[src/rtl/core/bfcp_pkg.sv]
// Package with shared constants, types and the CRC helpers of the frame checker.
package bfcp_pkg;

    localparam int FRAME_W  = 32;
    localparam int POS_W    = 12;
    localparam int CRC_W    = 6;
    localparam int CRC_IN_W = 14;
    localparam int COUNT_W  = 6;
    localparam int OUT_W    = 16;

    localparam logic [4:0]         START_CODE = 5'b11010;
    localparam logic [CRC_W:0]     CRC_POLY   = 7'b1000011;
    localparam logic [COUNT_W-1:0] DEAD_LIMIT = 6'd50;
    localparam logic [COUNT_W-1:0] COUNT_MAX  = 6'd52;

    typedef enum logic [2:0] {
        STATUS_OK           = 3'd0,
        STATUS_BAD_START    = 3'd1,
        STATUS_NW_MISSING   = 3'd2,
        STATUS_TRAILING_SET = 3'd3,
        STATUS_CRC_MISMATCH = 3'd4
    } status_t;

    typedef struct packed {
        status_t           status;
        logic [POS_W-1:0]  raw_pos;
    } check_t;

    typedef logic [CRC_IN_W-1:0][CRC_W-1:0] crc_cols_t;

    // Plain long-division remainder; only evaluated at elaboration.
    function automatic logic [CRC_W-1:0] crc6_raw(input logic [CRC_IN_W-1:0] data);
        logic [CRC_IN_W+CRC_W-1:0] rem;
        rem = {data, {CRC_W{1'b0}}};
        for (int p = CRC_IN_W + CRC_W - 1; p >= CRC_W; p--) begin
            if (rem[p]) begin
                rem = rem ^ ({{(CRC_IN_W-1){1'b0}}, CRC_POLY} << (p - CRC_W));
            end
        end
        return rem[CRC_W-1:0];
    endfunction

    // The CRC is linear, so each data bit contributes a fixed remainder.
    function automatic crc_cols_t crc6_columns();
        crc_cols_t cols;
        for (int i = 0; i < CRC_IN_W; i++) begin
            cols[i] = crc6_raw(CRC_IN_W'(1) << i);
        end
        return cols;
    endfunction

    localparam crc_cols_t CRC_COLS = crc6_columns();

endpackage

[src/rtl/core/bfcp_frame_check.sv]
// Frame decoder: start code, nW, trailing bits and CRC6 checks in priority order.
module bfcp_frame_check (
    input  logic [bfcp_pkg::FRAME_W-1:0] frame_word,
    output bfcp_pkg::check_t             check
);
    import bfcp_pkg::*;

    logic [CRC_IN_W-1:0] crc_data;
    logic [CRC_W-1:0]    crc_rem;
    logic [CRC_W-1:0]    crc_expected;

    assign crc_data = frame_word[26:13];

    // XOR of the per-bit remainders; every term is independent.
    always_comb
    begin
        crc_rem = '0;
        for (int i = 0; i < CRC_IN_W; i++) begin
            if (crc_data[i]) begin
                crc_rem = crc_rem ^ CRC_COLS[i];
            end
        end
    end

    assign crc_expected = ~crc_rem;

    always_comb
    begin
        check.raw_pos = frame_word[26:15];
        priority if (frame_word[31:27] != START_CODE) begin
            check.status = STATUS_BAD_START;
        end
        else if (!frame_word[13]) begin
            check.status = STATUS_NW_MISSING;
        end
        else if (frame_word[5:0] != '0) begin
            check.status = STATUS_TRAILING_SET;
        end
        else if (frame_word[12:7] != crc_expected) begin
            check.status = STATUS_CRC_MISMATCH;
        end
        else begin
            check.status = STATUS_OK;
        end
    end

endmodule

[src/rtl/core/bfcp_health.sv]
// Sensor health counter: up by two on errors (saturating above the limit), down by one on good frames.
module bfcp_health (
    input  logic                          clk,
    input  logic                          rst_n,
    input  logic                          update,
    input  logic                          is_error,
    output logic                          dead_next,
    output logic [bfcp_pkg::COUNT_W-1:0]  count
);
    import bfcp_pkg::*;

    logic [COUNT_W-1:0] count_reg;
    logic [COUNT_W-1:0] count_next;

    always_comb
    begin
        count_next = count_reg;
        if (is_error) begin
            if (count_reg <= DEAD_LIMIT) begin
                count_next = count_reg + COUNT_W'(2);
            end
        end
        else if (count_reg != '0) begin
            count_next = count_reg - COUNT_W'(1);
        end
    end

    always_ff @(posedge clk or negedge rst_n)
    begin
        if (!rst_n) begin
            count_reg <= '0;
        end
        else if (update) begin
            count_reg <= count_next;
        end
    end

    assign dead_next = (count_next > DEAD_LIMIT);
    assign count     = count_reg;

endmodule

[src/rtl/core/biss_frame_check_position_unit.sv]
// Top level of the BiSS-style frame checker with position offset and health flag.
//
// Each 32-bit frame word taken on the slave stream yields exactly one result word
// on the master stream, in order. A frame word is first captured in an input
// register; the decoder then checks the start code, the nW bit, the trailing
// zero bits and the inverted CRC6, and once the output register is free or being
// drained the result (position, status, dead flag) is written into it while the
// stored position and the health counter are updated. One word is taken every
// clock cycle as long as the master side keeps up.
// The position offset is written through cfg_we/cfg_wdata and should only change
// while no word is in flight.
module biss_frame_check_position_unit (
    input  logic                           clk,
    input  logic                           rst_n,
    // Configuration: position offset, applied modulo 4096.
    input  logic                           cfg_we,
    input  logic [bfcp_pkg::POS_W-1:0]     cfg_wdata,
    // Slave stream. tdata: frame_word[31:0].
    input  logic                           s_axis_tvalid,
    output logic                           s_axis_tready,
    input  logic [bfcp_pkg::FRAME_W-1:0]   s_axis_tdata,
    // Master stream. tdata: position[11:0], status[14:12], sensor_dead[15].
    output logic                           m_axis_tvalid,
    input  logic                           m_axis_tready,
    output logic [bfcp_pkg::OUT_W-1:0]     m_axis_tdata
);
    import bfcp_pkg::*;

    logic [POS_W-1:0]   offset_reg;
    logic               in_valid_reg;
    logic [FRAME_W-1:0] in_frame_reg;
    logic               out_valid_reg;
    logic [OUT_W-1:0]   out_data_reg;
    logic [POS_W-1:0]   last_pos_reg;
    logic [POS_W-1:0]   last_pos_next;

    check_t             check;
    logic               advance;
    logic               is_error;
    logic               dead_next;
    logic [COUNT_W-1:0] err_count;

    // The check stage moves whenever the output register is free or being drained.
    assign advance       = in_valid_reg && (!out_valid_reg || m_axis_tready);
    assign s_axis_tready = !in_valid_reg || advance;

    always_ff @(posedge clk or negedge rst_n)
    begin
        if (!rst_n) begin
            offset_reg <= '0;
        end
        else if (cfg_we) begin
            offset_reg <= cfg_wdata;
        end
    end

    always_ff @(posedge clk or negedge rst_n)
    begin
        if (!rst_n) begin
            in_valid_reg <= 1'b0;
        end
        else if (s_axis_tready) begin
            in_valid_reg <= s_axis_tvalid;
        end
    end

    always_ff @(posedge clk)
    begin
        if (s_axis_tready && s_axis_tvalid) begin
            in_frame_reg <= s_axis_tdata;
        end
    end

    bfcp_frame_check u_check (
        .frame_word (in_frame_reg),
        .check      (check)
    );

    assign is_error = (check.status != STATUS_OK);

    bfcp_health u_health (
        .clk       (clk),
        .rst_n     (rst_n),
        .update    (advance),
        .is_error  (is_error),
        .dead_next (dead_next),
        .count     (err_count)
    );

    // A good frame refreshes the stored position; a bad frame repeats it.
    assign last_pos_next = is_error ? last_pos_reg : (check.raw_pos + offset_reg);

    always_ff @(posedge clk or negedge rst_n)
    begin
        if (!rst_n) begin
            last_pos_reg <= '0;
        end
        else if (advance) begin
            last_pos_reg <= last_pos_next;
        end
    end

    always_ff @(posedge clk or negedge rst_n)
    begin
        if (!rst_n) begin
            out_valid_reg <= 1'b0;
        end
        else if (advance) begin
            out_valid_reg <= 1'b1;
        end
        else if (m_axis_tready) begin
            out_valid_reg <= 1'b0;
        end
    end

    always_ff @(posedge clk)
    begin
        if (advance) begin
            out_data_reg <= {dead_next, check.status, last_pos_next};
        end
    end

    assign m_axis_tvalid = out_valid_reg;
    assign m_axis_tdata  = out_data_reg;

    // The health counter saturates just above the dead limit.
    assert property (@(posedge clk) disable iff (!rst_n) err_count <= COUNT_MAX)
        else $error("health counter passed its ceiling");

    // A rejected frame must leave the stored position untouched.
    assert property (@(posedge clk) disable iff (!rst_n)
        advance && is_error |=> $stable(last_pos_reg))
        else $error("stored position changed on a bad frame");

    // Input back-pressure only when both registers are occupied.
    assert property (@(posedge clk) disable iff (!rst_n)
        !s_axis_tready |-> in_valid_reg && out_valid_reg && !m_axis_tready)
        else $error("input stalled without a full pipeline");

endmodule
[config.mk]
export PLATFORM = sky130hd
export DESIGN_NAME = biss_frame_check_position_unit
export DESIGN_NICKNAME = d
export VERILOG_FILES = /design/src/rtl/core/bfcp_pkg.sv /design/src/rtl/core/bfcp_frame_check.sv /design/src/rtl/core/bfcp_health.sv /design/src/rtl/core/biss_frame_check_position_unit.sv
export SDC_FILE = /design/constraint.sdc
export NUM_CORES = 1
export LEC_CHECK = 0
export ABC_AREA = 1
export BUFFER_PORTS_ARGS = -buffer_cell sky130_fd_sc_hd__buf_2
export CAP_MARGIN = 40
export CORE_MARGIN = 4
export CORE_UTILIZATION = 57
export CTS_CLUSTER_DIAMETER = 60
export CTS_CLUSTER_SIZE = 25
export DETAILED_ROUTE_END_ITERATION = 12
export PLACE_DENSITY = 0.88
export SETUP_SLACK_MARGIN = 0.05
export SYNTH_ARGS = -nofsm -noshare
export SYNTH_HDL_FRONTEND = slang
export SYNTH_SLANG_ARGS = --single-unit
[constraint.sdc]
create_clock -name clk -period 2.6 [get_ports clk]
set_input_delay 0.26 -clock clk [delete_from_list [all_inputs] [get_ports clk]]
set_output_delay 0.26 -clock clk [all_outputs]
set_load 0.01 [all_outputs]
==> results.yml <==
synthesis:
  synth-seq-cells: 79
  async_flop_share: 0.4051
  yosysMostFrequentCell: "nand2_1"
  synthTopCellsByCount: "nand2_1, edfxtp_1, inv_1"
  synth_top_area_cell: "edfxtp_1"
  synth-edff-count: 47
  netlist_area_um2: 4302
  syn_nets: 546
  synth.top_cell.area_share: 0.3281
  synth_area_leaders: "edfxtp_1, dfrtp_1, nand2_1"
  synth_flop_cell: "edfxtp_1"
  synthCells: 479
  ys_warn_count: 0
  synth_cell_types: 34
  ys_seq_area_frac: 0.5143
  synth_area_per_cell_um2: 8.980
worst_setup_path:
  crit_chain: "buf_4 > xnor2_1 > inv_1 > nand2_1 > nand2_1 > nor2_2 > inv_2 > nor2_4 > nand3_2 > inv_2 > nand3_1 > nand3_1 > a21oi_1"
  cp-end-kind: "register"
  r2r_slack_ps: 280
  crit_fanout: 9
  cp-start-kind: "register"
  required_ps: 2710
  critPathMaxStageDelay_ps: 500
  cp.buffers_inverters: 4
  worstSetupPathType: "register to register"
  crit_slowest_cell: "edfxtp_1"
  crit_family: "simple AND/OR/NAND/NOR gates"
  crit_arrival_ps: 2430
grt:
  grt_pass1_wl_um: 14610
  antenna_found_initial: 0
  grt_overflow: 0
  grt_max_degree: 33
  grt_pass1_vias: 3294
  track_usage: 0.2100
outcome:
  status: "complete, no violations"
finish:
  syn_to_final_growth_pct: 16.46
  design_area_um2: 5010
  drive_above_1_share: 0.2114
  largest_reg_flops: 31
  final_util: 0.6870
  final_nets: 625
  n_antenna_cell: 0
  finalNonFillerCells: 662
cts:
  cts_buffers: 9
  cts_resized: 0
  htree_levels: 3
  cts.clk_slew.worst_paths_ps: 80
  root_buffer: "clkbuf_8"
  insertion_delay_ps: 360
  tritoncts: "done"
  clock_tree.buffer_depth: 2
  cts.sinks: 79
pwr:
  combinationalPowerShare: 0.277
  cellPowerDensity_nw_per_um2: 724.9
  clockPowerShare: 0.271
  power.switching_uw: 1210
  peakVddDrop_mv: 0.3564
  p_int_uw: 2421
  netSwitchingFraction: 0.3332
  pwr-share-seq: 0.452
  p_leak_uw: 0.002436
detailed_routing:
  wl_met3_um: 453
  wl_um: 8721
  wl_met2_um: 4342
  top_layer_used: "met4"
  wl_met1_um: 3791
  ant_nets: 0
  route.detailed.drc: 0
  vias: 3441
  drt_iter0_markers: 157
  viasPerCell: 5.198
  wl_per_cell_um: 13.17
  first_pass_iters: 5
floorplan:
  die_area_um2: 9000
  fp.dieH_um: 94.87
  io_pins: 67
  die_x_um: 94.87
  row_count: 31
  start_util: 0.5899
  coreArea_um2: 7292
placed_design:
  dpl_cell_area_um2: 4745
  port_buffers: 65
  routabilityCongestion: 0.8720
  hpwl_um: 6621
  dp.cells: 640
timing:
  rsz0062_at_grt: "false"
  skew_ps: 8.798
  relSlewSlack: 0.5149
  fin_crit_sh: 0.8941
  worstMarginPinSlew_ps: 727.6
  setup_tns_ps: 0
  hold_slack_ps: 70.93
  fmaxAchievable_mhz: 430.2
  report.final.setup_viol: 0
  slew_viol_final: 0
  fin_crit_ps: 2325
  hold_violations: 0
run:
  max_cap_viol_count: 0
hold_path:
  hold_class: "primary input to register"
[power groups by stage]
stage | combinational [uW] | clock [uW] | sequential (uW)
finish | 1010 | 983 | 1640
global route | 1150 | 1060 | 1660
CTS | 994 | 989 | 1640
detailed placement | 982 | 0 | 1670
global placement | 932 | 0 | 1660
floorplan | 745 | 0 | 1630
[cells in the final DEF, fill, tap and decap left out, types with 11 or more instances in the layout]
cell | synthesis | final
mux2_2 | 11 | 11
a21oi_1 | 11 | 11
dfrtp_1 | 32 | 32
nand3_1 | 28 | 28
buf_4 | 0 | 11
nand2_1 | 179 | 179
xor2_1 | 18 | 18
buf_2 | 2 | 65
o21ai_0 | 16 | 16
ha_1 | 17 | 17
nor2_1 | 13 | 13
inv_1 | 45 | 45
edfxtp_1 | 47 | 47
[what timing repair did]
action,in CTS,in global routing
setup endpoints to repair,0,1
endpoints found under the hold margin,32,0
hold buffers,1,0
buffers inserted,0,5
[worst register-to-register path, cell delays in order, from the launching register on]
cell,delay (ps)
edfxtp_1,500
buf_4,190
xnor2_1,200
inv_1,70
nand2_1,60
nand2_1,50
nor2_2,130
inv_2,50
nor2_4,130
nand3_2,200
inv_2,200
nand3_1,140
nand3_1,100
a21oi_1,70
[area by class of cell]
cell class	instances	area (um2)
Timing Repair Buffer	77	417.9
Sequential cell	79	2212
Multi-Input combinational cell	343	1858
Clock buffer	12	166.4
Fill cell	575	2282
Clock inverter	4	51.30
Tap cell	99	123.9
Inverter	48	180.2
[routing by layer]
metal | vias up | track usage
met5 | - | 0
met4 | 0 | 0.07212
met3 | 12 | 0.03904
met2 | 110 | 0.3517
met1 | 1591 | 0.2742
li1 | 1728 | -
[final timing paths]
path | cells after the start | start | endpoint
max in group asynchronous | 2 | rst_n | u_health.count[2]
min reg2reg | 2 | last_pos_reg[1] | last_pos_reg[1]
max | 13 | in_frame_reg[24] | m_axis_tdata[15]
min | 1 | s_axis_tdata[8] | in_frame_reg[8]
max reg2reg | 13 | in_frame_reg[24] | m_axis_tdata[15]
min in group asynchronous | 2 | rst_n | m_axis_tvalid
[cells by family (layout without fill, tap and decap cells)]
logic type | after synthesis | count (layout) | synth area share
and+or+nand+nor | 244 | 244 | 0.2362
DFF | 79 | 79 | 0.5143
buffers and inverters | 57 | 141 | 0.05381
AOI/OAI and AO/OA | 45 | 45 | 0.06195
xor gates and xnor gates | 25 | 25 | 0.05090
adders and majority gates | 18 | 18 | 0.05410
muxes | 11 | 11 | 0.02880
[metrics by stage]
step	setup slack [ps]	power, uW
global placement	349.4	2589
finish	275.2	3631
global route	49.60	3863
detailed placement	276.4	2647
CTS	222.7	3623
floorplan	608.4	2370
Power figures use the tool's default switching activity.
